## config.mk

```make
export PLATFORM = sky130hd
export DESIGN_NAME = row_softmax
export DESIGN_NICKNAME = d
export VERILOG_FILES = /design/src/sv/rsm_pkg.sv /design/src/sv/row_softmax.sv /design/src/sv/rsm_ctrl.sv /design/src/sv/rsm_dp.sv
export SDC_FILE = /design/constraint.sdc
export NUM_CORES = 2
export LEC_CHECK = 0
export BUFFER_PORTS_ARGS = -buffer_cell sky130_fd_sc_hd__buf_2
export CAP_MARGIN = 20
export CORE_ASPECT_RATIO = 0.9
export CORE_MARGIN = 2
export CORE_UTILIZATION = 40
export DETAILED_ROUTE_END_ITERATION = 8
export GPL_TIMING_DRIVEN = 1
export SLEW_MARGIN = 20
export SYNTH_ARGS = -nofsm -noshare
export SYNTH_HDL_FRONTEND = slang
export SYNTH_SLANG_ARGS = --single-unit
```

## constraint.sdc

```tcl
create_clock -name clk -period 31.7 [get_ports clk]
set_input_delay 1.585 -clock clk [delete_from_list [all_inputs] [get_ports clk]]
set_output_delay 1.585 -clock clk [all_outputs]
set_load 0.05 [all_outputs]
```

## src/sv/rsm_pkg.sv

```systemverilog
// rsm_pkg: types, constants and the exponential table for row_softmax
// no dependencies
`timescale 1ns / 1ps

package rsm_pkg;

  typedef struct packed {
    logic signed [15:0] score;
    logic               masked;
    logic               row_end;
  } in_beat_t;

  typedef struct packed {
    logic [15:0] prob;
    logic        last_of_row;
    logic        row_overflow;
  } out_beat_t;

  typedef enum logic [2:0] {
    ST_LOAD,
    ST_SUM_RD,
    ST_SUM,
    ST_NORM_RD,
    ST_EXP,
    ST_DIV,
    ST_EMIT
  } state_t;

  typedef struct packed {
    logic clr_row;
    logic load;
    logic rd_first;
    logic rd_next;
    logic acc_sum;
    logic calc_exp;
    logic div_start;
    logic emit;
  } cmd_t;

  typedef struct packed {
    logic last_elem;
    logic div_done;
  } stat_t;

  localparam int SumW = 23;
  localparam int ExpW = 16;

  function automatic logic [15:0] exp_lut(input logic [3:0] idx);
    logic [15:0] r;
    case (idx)
      4'd0:  r = 16'd65535;
      4'd1:  r = 16'd62757;
      4'd2:  r = 16'd60096;
      4'd3:  r = 16'd57549;
      4'd4:  r = 16'd55109;
      4'd5:  r = 16'd52773;
      4'd6:  r = 16'd50535;
      4'd7:  r = 16'd48393;
      4'd8:  r = 16'd46341;
      4'd9:  r = 16'd44376;
      4'd10: r = 16'd42495;
      4'd11: r = 16'd40693;
      4'd12: r = 16'd38968;
      4'd13: r = 16'd37316;
      4'd14: r = 16'd35734;
      default: r = 16'd34219;
    endcase
    return r;
  endfunction

endpackage

```

## src/sv/row_softmax.sv

```systemverilog
// row_softmax: top level, joins the sequencer and the datapath
// depends on rsm_pkg, rsm_ctrl, rsm_dp
`timescale 1ns / 1ps

// Max-subtracted softmax over one row of signed Q7.8 scores. Elements come in
// one beat per cycle while busy is low (start high); each is stored with its
// mask flag, and up to ROW_MAX are kept, further ones dropped and flagged.
// The beat with row_end starts the output: after a read of the first entry,
// one pass over the stored row sums exp(score - max) over the unmasked
// elements, then for each element an exp step, a bit-serial divider and an
// emit step form the Q1.15 probability; busy stays high until the last one is
// emitted, so no new row is taken meanwhile. Results come out in arrival
// order with strobe high for one cycle each, the last one in the same cycle
// that busy drops; the receiver cannot stall them.

module row_softmax #(
  parameter int ROW_MAX = 64
) (
  input  logic                clk,
  input  logic                rst,
  input  logic                start,
  input  rsm_pkg::in_beat_t   din,
  output logic                busy,
  output logic                strobe,
  output rsm_pkg::out_beat_t  dout
);

  rsm_pkg::cmd_t  cmd;
  rsm_pkg::stat_t stat;

  // sequencer: load, sum pass, normalize pass
  rsm_ctrl u_ctrl (
    .clk     (clk),
    .rst     (rst),
    .start   (start),
    .row_end (din.row_end),
    .stat    (stat),
    .busy    (busy),
    .cmd     (cmd)
  );

  // store, max tracking, exp, sum and divider
  rsm_dp #(.ROW_MAX(ROW_MAX)) u_dp (
    .clk    (clk),
    .rst    (rst),
    .din    (din),
    .cmd    (cmd),
    .stat   (stat),
    .strobe (strobe),
    .dout   (dout)
  );

endmodule

```

## src/sv/rsm_ctrl.sv

```systemverilog
// rsm_ctrl: sequencer for load, sum pass and normalize pass
// depends on rsm_pkg
`timescale 1ns / 1ps

module rsm_ctrl (
  input  logic             clk,
  input  logic             rst,
  input  logic             start,
  input  logic             row_end,
  input  rsm_pkg::stat_t   stat,
  output logic             busy,
  output rsm_pkg::cmd_t    cmd
);

  rsm_pkg::state_t state, state_next;

  always_ff @(posedge clk) begin
    if (rst) state <= rsm_pkg::ST_LOAD;
    else state <= state_next;
  end

  always_comb begin
    state_next = state;
    cmd = '0;
    busy = 1'b1;
    case (state)
      rsm_pkg::ST_LOAD: begin
        busy = 1'b0;
        if (start) begin
          cmd.load = 1'b1;
          if (row_end) state_next = rsm_pkg::ST_SUM_RD;
        end
      end
      rsm_pkg::ST_SUM_RD: begin
        cmd.rd_first = 1'b1;
        state_next = rsm_pkg::ST_SUM;
      end
      rsm_pkg::ST_SUM: begin
        cmd.acc_sum = 1'b1;
        if (stat.last_elem) begin
          state_next = rsm_pkg::ST_NORM_RD;
        end else begin
          cmd.rd_next = 1'b1;
        end
      end
      rsm_pkg::ST_NORM_RD: begin
        cmd.rd_first = 1'b1;
        state_next = rsm_pkg::ST_EXP;
      end
      rsm_pkg::ST_EXP: begin
        cmd.calc_exp = 1'b1;
        cmd.div_start = 1'b1;
        state_next = rsm_pkg::ST_DIV;
      end
      rsm_pkg::ST_DIV: begin
        if (stat.div_done) state_next = rsm_pkg::ST_EMIT;
      end
      rsm_pkg::ST_EMIT: begin
        cmd.emit = 1'b1;
        if (stat.last_elem) begin
          cmd.clr_row = 1'b1;
          state_next = rsm_pkg::ST_LOAD;
        end else begin
          cmd.rd_next = 1'b1;
          state_next = rsm_pkg::ST_EXP;
        end
      end
      default: state_next = rsm_pkg::ST_LOAD;
    endcase
  end

endmodule

```

## src/sv/rsm_dp.sv

```systemverilog
// rsm_dp: row store, running max, exponential, sum and serial divider
// depends on rsm_pkg
`timescale 1ns / 1ps

module rsm_dp #(
  parameter int ROW_MAX = 64
) (
  input  logic                clk,
  input  logic                rst,
  input  rsm_pkg::in_beat_t   din,
  input  rsm_pkg::cmd_t       cmd,
  output rsm_pkg::stat_t      stat,
  output logic                strobe,
  output rsm_pkg::out_beat_t  dout
);

  localparam int AW = (ROW_MAX > 1) ? $clog2(ROW_MAX) : 1;
  localparam int CW = $clog2(ROW_MAX + 1);

  logic [16:0]        mem [ROW_MAX];
  logic [16:0]        rd_data;
  logic [AW-1:0]      rd_addr;
  logic [CW-1:0]      count;
  logic signed [15:0] running_max;
  logic               any_unmasked;
  logic               overflow_seen;
  logic [rsm_pkg::SumW-1:0] exp_sum;
  logic               exp_ok;

  // exponential of the registered read entry
  logic [16:0] diff;
  logic [24:0] y;
  logic [15:0] e_comb;
  always_comb begin
    diff = {running_max[15], running_max} - {rd_data[15], rd_data[15:0]};
    if (diff[16]) diff = '0;
    y = {9'd0, diff[15:0]} * 25'd369;
    if (y[24:20] != 5'd0) e_comb = '0;
    else e_comb = rsm_pkg::exp_lut(y[15:12]) >> y[19:16];
  end

  logic [AW-1:0] rd_addr_next;
  assign rd_addr_next = cmd.rd_first ? '0 : AW'(rd_addr + 1'b1);

  always_ff @(posedge clk) begin
    if (cmd.load && (count < CW'(ROW_MAX)))
      mem[count[AW-1:0]] <= {din.masked, din.score};
    if (cmd.rd_first || cmd.rd_next) rd_data <= mem[rd_addr_next];
  end

  always_ff @(posedge clk) begin
    if (rst || cmd.clr_row) begin
      count <= '0;
      running_max <= 16'sh8000;
      any_unmasked <= 1'b0;
      overflow_seen <= 1'b0;
      rd_addr <= '0;
    end else begin
      if (cmd.load) begin
        if (count < CW'(ROW_MAX)) begin
          count <= count + 1'b1;
          if (!din.masked) begin
            if (!any_unmasked || din.score > running_max) running_max <= din.score;
            any_unmasked <= 1'b1;
          end
        end else begin
          overflow_seen <= 1'b1;
        end
      end
      if (cmd.rd_first || cmd.rd_next) rd_addr <= rd_addr_next;
    end
  end

  assign stat.last_elem = (CW'(rd_addr) + 1'b1) == count;

  always_ff @(posedge clk) begin
    if (rst || cmd.clr_row) exp_sum <= '0;
    else if (cmd.acc_sum && !rd_data[16])
      exp_sum <= exp_sum + rsm_pkg::SumW'(e_comb);
  end

  // restoring divider: (exp << 15) / exp_sum, one quotient bit per cycle
  localparam int NB = 31;
  logic [NB-1:0]              dvd;
  logic [rsm_pkg::SumW:0]     rem;
  logic [4:0]                 bitcnt;
  logic                       div_run;
  logic [rsm_pkg::SumW:0]     trial;

  assign trial = {rem[rsm_pkg::SumW-1:0], dvd[NB-1]} - {1'b0, exp_sum};

  always_ff @(posedge clk) begin
    if (rst) begin
      div_run <= 1'b0;
    end else if (cmd.div_start) begin
      div_run <= 1'b1;
      bitcnt <= 5'(NB - 1);
    end else if (div_run) begin
      if (bitcnt == '0) div_run <= 1'b0;
      bitcnt <= bitcnt - 1'b1;
    end
    if (cmd.calc_exp) begin
      exp_ok <= !rd_data[16] && (exp_sum != '0);
      dvd <= {e_comb, 15'd0};
      rem <= '0;
    end else if (div_run) begin
      if (!trial[rsm_pkg::SumW]) begin
        rem <= trial;
        dvd <= {dvd[NB-2:0], 1'b1};
      end else begin
        rem <= {rem[rsm_pkg::SumW-1:0], dvd[NB-1]};
        dvd <= {dvd[NB-2:0], 1'b0};
      end
    end
  end

  assign stat.div_done = div_run && (bitcnt == '0);

  // output register, one beat per stored element
  always_ff @(posedge clk) begin
    if (rst) strobe <= 1'b0;
    else strobe <= cmd.emit;
    if (cmd.emit) begin
      dout.prob <= exp_ok ? ((dvd > NB'(32768)) ? 16'd32768 : dvd[15:0]) : 16'd0;
      dout.last_of_row <= stat.last_elem;
      dout.row_overflow <= overflow_seen;
    end
  end

  logic unused_ok;
  assign unused_ok = din.row_end;

endmodule

```

### After elaboration in Yosys (flattened, before gate mapping)

Memories as Yosys holds them, arrays and structs flattened. A register that Yosys moved wholly into a read port is not among the register bits.
Cells that the tools add are included.

* memory bits (writable): 1088
* flip-flop bits (word level): 137
* output and inout bits: 20
* bits in read-only memories: 240
* input port bits: 21
* word-level logic and storage cells: 103
* memories kept: 2

* multipliers: 1
* shifts and indexed selects: 1
* bitwise operators: 4
* mux-type cells: 32
* eq/ne operators: 11
* magnitude comparators: 3
* $add $sub $neg: 7
* reductions and logical operators: 24

Memory list
* u_dp.mem: depth 64, width 17, rd ports 1, clocked after memory_dff 1, wr ports 1, RTL line rsm_dp.sv:20 `logic [16:0] mem [ROW_MAX];`
* (name not given): depth 16, width 15, rd ports 1, clocked after memory_dff 0, wr ports 0, RTL line rsm_pkg.sv:50 `case (idx)`

Operators with widths (count)
* 16-bit 2-to-1 mux: 4
* 31-bit 2-to-1 mux: 2
* 31-bit by 16-bit > comparator with 1-bit output (second input constant): 1
* 16-bit by 9-bit multiplier with 25-bit output (second input constant): 1
* 24-bit by 23-bit subtractor with 24-bit output: 1
* 23-bit by 16-bit adder with 23-bit output: 1
* 23-bit 2-to-1 mux: 1
* 23-bit nonzero test: 1
* 3-bit one-hot mux with 7 select lines: 1
* 16-bit by 16-bit subtractor with 17-bit output: 1
* 16-bit > comparator: 1
* 1-bit 2-to-1 mux: 16
* 16-bit by 4-bit right shift with 16-bit output: 1
* 3-bit 2-to-1 mux: 5
* 3-bit equality test (second input constant): 3
* 2-bit != test (second input constant): 4
* 4-bit AND reduction: 2
* 6-bit by 1-bit adder with 7-bit output (second input constant): 1
* 7-bit by 1-bit adder with 7-bit output (second input constant): 1
* 7-bit equality test: 1
* 7-bit < comparator (second input constant): 1
* 6-bit by 1-bit adder with 6-bit output (second input constant): 1
* 3-bit by 2-bit equality test with 1-bit output (second input constant): 2
* 6-bit 2-to-1 mux: 1
* other kinds (15): 29

### Longest topological paths before layout

* word-level depth: 8
* depth in mapped cells: 51
* mapped depth without buffers: 50

### Hierarchy

A second synthesis with hierarchy kept.

* cells, all modules: 4229
* area, all modules: 56437.9 um^2

Modules (own cells, without submodules)
* rsm_dp: instances 1, area an instance 56231.4 um^2, sequential area each 36264.8 um^2, cells an instance 4202
* rsm_ctrl: instances 1, area an instance 206.4 um^2, sequential area each 60.1 um^2, cells an instance 27

### Worst setup path after synthesis

OpenSTA, ideal clock, no wires.

* kind: flip-flop to flip-flop
* start point: reg u_dp.running_max[0]
* end point: reg u_dp.exp_sum[20] in the netlist's numbering
* path buffers: 1
* period minus slack after synthesis: 10.179 ns
* stages on the path, launching flop included: 46
* setup time: 0.121 ns
* data required time: 31.579 ns
* arrival time: 10.058 ns
* setup slack: 21.521 ns
* cells stage by stage: dfxtp_1 > inv_1 > ha_1 > fa_1 > and2b_1 > o2111ai_2 > a31oi_1 > o21a_1 > nor2_1 > nor3_1 > ha_1 > fa_1 > fa_1 > inv_1 > fa_1 > inv_1 > ha_1 > buf_2 > [10 not listed] > mux2_2 > o22ai_1 > o221ai_1 > nand2_1 > a31oi_1 > ha_1 > nor2b_1 > o21ai_0 > a21boi_0 > o21ai_0 > a21boi_0 > o21ai_0 > a21oi_1 > o41ai_1 > o21ai_0 > a211oi_1 > nor3b_1 > mux2_2

* cells in the longest elaborated chain, start to end: 8
* elaborated cells between the ends (all ways): 9

RTL lines
* start, declared: RTL line rsm_dp.sv:24 `logic signed [15:0] running_max;`
* start signal, assigned: RTL line rsm_dp.sv:63 `if (!any_unmasked || din.score > running_max) running_max <= din.score;`
* 16-bit by 16-bit subtractor with 17-bit output (*): RTL line rsm_dp.sv:35 `diff = {running_max[15], running_max} - {rd_data[15], rd_data[15:0]};`
* 16-bit 2-to-1 mux (*): RTL line rsm_dp.sv:36 `if (diff[16]) diff = '0;`
* 16-bit by 9-bit multiplier with 25-bit output (*): RTL line rsm_dp.sv:37 `y = {9'd0, diff[15:0]} * 25'd369;`
* memory 16 x 15 bit
* 16-bit 2-to-1 mux: RTL line rsm_dp.sv:38 `if (y[24:20] != 5'd0) e_comb = '0;`
* 16-bit by 4-bit right shift with 16-bit output: RTL line rsm_dp.sv:39 `else e_comb = rsm_pkg::exp_lut(y[15:12]) >> y[19:16];`
* 16-bit 2-to-1 mux (*): RTL line rsm_dp.sv:38
* 23-bit by 16-bit adder with 23-bit output (*): RTL line rsm_dp.sv:79 `exp_sum <= exp_sum + rsm_pkg::SumW'(e_comb);`
* end signal, assigned: RTL line rsm_dp.sv:79
* end, declared: RTL line rsm_dp.sv:27 `logic [rsm_pkg::SumW-1:0] exp_sum;`

Mark *: on every way between the ends. The rest lies on a longest branch, timed or not. The select of a mux whose other input is x is not followed.
A chain may end at the register's enable or synchronous reset.

### Final worst setup path

* start point: reg u_dp.running_max[13]
* end point: reg u_dp.exp_sum[20] in the netlist's numbering

The elaborated chain is that of the path after synthesis.

==> impl_results.md <==
- Floorplan core area: approximately 140000 um2
- Initial antenna violation count: 7
- # clock sinks: between 1000 and 1500
- Tightest slew margin relative to the limit: 0.201
- Critical Setup Path Class: register to register
- Sum Neg Setup Slack: 0 ps
- RSZ-0062 raised after global routing: false
- Number of I/O pins: between 40 and 50
- GRT Util Overall: 0.213
- Total of warnings raised by yosys: 0
- Antenna violation net count after detailed routing: 0
- Fmax achieved: around 83 MHz
- Post-CTS Repair Setup Buffers: 0
- Area taken by multi-input logic gates: 18900 um2
- Count of cell types in the netlist: between 90 and 100
- Die ar.: around 140000 um2
- Commonest register cell after synthesis: edfxtp_1
- Width of the die: roughly 400 um
- Sequential Area: between 30000 and 40000 um2
- Starting density of the core: 0.402
- Number of slew-limit violations in the final report: 0
- Vias: between 30000 and 40000
- CTS root buf: clkbuf_16
- Number of H-tree levels: 3
- Cell with the biggest individual delay on the critical path: a2111oi_0
- Nature of the critical path startpoint: register
- Clk buf depth: 3
- Final-report setup violation count: 0
- Number of fillers in the final layout: ~13000
- Number of instances in the synthesized netlist: approximately 4500
- Critical path arrival: about 13000 ps
- Cts hold-fix bufs: 0
- Tmin final: ~12000 ps
- Mean instance size in the synthesized netlist: 12.5 um2
- Avg Vias per Cell: 5.72
- Buffers added on ports: 40
- Period utilization: 0.379
- Clk_lat worst skew: 760 ps
- Number of endpoints with negative hold slack in the final report: 0
- Minimum hold slack: 438 ps
- Fraction of final layout cells sized beyond drive strength 1: 0.109
- Portion of the post-synthesis area used by sequential elements: 0.641
- Number of synthesized register bits: approximately 1200
- Gpl congestion: roughly 0.88
- Async set or reset register ratio after synthesis: 0
- Vias in the first global route: ~36000
- Length of the first detailed-routing pass in iterations: 8
- Final worst clock skew: just over 70 ps
- Drt drc: 0
- Routed len/inst: approximately 24 um
- Largest net degree at the start of global routing: approximately 160
- Number of enable-type register cells in the synthesized netlist: between 1000 and 1500
- Number of max-capacitance violations reported: 0
- Delay contributed by the slowest stage of the critical path: between 1000 and 1500 ps
- GRT overflow: 0
- Clock-pin slew on the worst setup and hold paths: about 70 ps
- Maximum fanout encountered on the critical timing path: 15
- Result of the run: finished clean
- Worst slew pin tran: 1170 ps
- Pre-CTS setup slack: around 20000 ps
- CTS resizes: 0
- Wire length of the first global-routing pass: about 230000 um
- Min-Delay Path Class: register to register
- Clock tree from TritonCTS: yes
- Number of rows in the core area: 131
- WL final: approximately 160000 um
- Synth Cell Area: 56700 um2
- Count of routing violations after the opening detailed-route iteration: 3723
- Cts bufs inserted: between 100 and 150
- Chip height: 361 um
- Final layout net count: between 4000 and 5000
- Crit path setup slack, layout: between 15000 and 20000 ps
- CP endpoint kind: register
- Net count of the mapped netlist: about 4700
- Area growth from synthesis to layout: 11.9%
- Required @ worst endpoint: 32340 ps
- HPWL Detailed: approximately 93000 um
==> per-layer routing <==
metal	vias to the layer above	part of all wire	track usage
met5	-	0.00015	0
met4	4	0.028	0.0648
met1	18500	0.43	0.299
met2	1427	0.46	0.336
met3	216	0.080	0.0401
li1	17100	-	-
==> Yosys cell counts (all sizes together), types with 97 or more instances <==
master	number	area share
a21oi	206	0.018
nand3	336	0.030
mux2i	168	0.030
o221ai	104	0.016
inv	173	0.011
nand2	629	0.042
clkbuf	229	0.015
ha	147	0.032
edfxtp	1145	0.61
nor2	251	0.017
dfxtp	97	0.034
o21ai	111	0.010
==> sequential cells by signal (all words and copies together), names as in the netlist <==
register	cells
u_dp.rem	23
u_dp.dout	18
u_dp.bitcnt	5
u_dp.div_run	1
u_dp.strobe	1
u_dp.rd_addr	6
u_ctrl.state	3
u_dp.mem	1088
u_dp.exp_sum	23
u_dp.overflow_seen	1
u_dp.count	7
u_dp.running_max	16
u_dp.any_unmasked	1
u_dp.rd_data	17
u_dp.exp_ok	1
u_dp.dvd	31
==> worst max-delay path, delay by kind of cell (launching register included) <==
family                     cells  cell delay (ps)
and+or+nand+nor                7             2130
muxes                          2              400
adders and majority gates      8             3230
AOI/OAI and AO/OA             20             5530
buffers and inverters          5              290
DFF                            1              330
==> cells by family after synthesis <==
group | after synthesis | share of synthesized area
compound gates | 856 | 0.106
xor+xnor | 67 | 0.0106
fa+ha+maj | 187 | 0.0466
buf+inv | 458 | 0.0307
flops | 1242 | 0.641
mux | 245 | 0.0478
simple gates | 1479 | 0.117
==> worst paths after layout <==
kind,from,cells past startpoint,slack (ps),endpoint
setup / recovery,u_dp.running_max[13],42,19680,u_dp.exp_sum[20]
hold / removal,u_dp.overflow_seen,0,440,u_dp.dout[0]
setup reg to reg,u_dp.running_max[13],42,19680,u_dp.exp_sum[20]
hold reg to reg,u_dp.overflow_seen,0,440,u_dp.dout[0]
==> metrics by stage <==
| step | cells | instance area (um2) | utilization |
|---|---|---|---|
| finish | 6516 | 63400 | 0.449 |
| global route | 6513 | 63400 | 0.449 |
| CTS | 6510 | 63300 | 0.449 |
| detailed placement | 6284 | 59400 | 0.421 |
| global placement | 6282 | 59400 | 0.421 |
| floorplan | 4534 | 56700 | - |
==> layout by cell type, fill, tap and decap left out, drive strengths merged, types with 94 or more instances in the layout <==
master / Yosys / final
a21oi: 206 / 206
a311oi: 94 / 94
buf: 56 / 175
clkbuf: 229 / 159
dfxtp: 97 / 97
edfxtp: 1145 / 1145
ha: 147 / 147
inv: 173 / 175
mux2i: 168 / 168
nand2: 629 / 629
nand3: 336 / 336
nor2: 251 / 251
o21ai: 111 / 111
o221ai: 104 / 104
==> final cells by class <==
class                           count  area share
Clock buffer                      159      0.0522
Antenna cell                        4    0.000158
Clock inverter                     67     0.00951
Inverter                          173      0.0102
Multi-Input combinational cell   2834       0.298
Timing Repair Buffer              175      0.0204
Tap cell                         1862      0.0368
Sequential cell                  1242       0.573
Power is left out: the tool's default activity adds up to more than one toggle a clock period on the data nets, which glitch-free logic cannot reach.
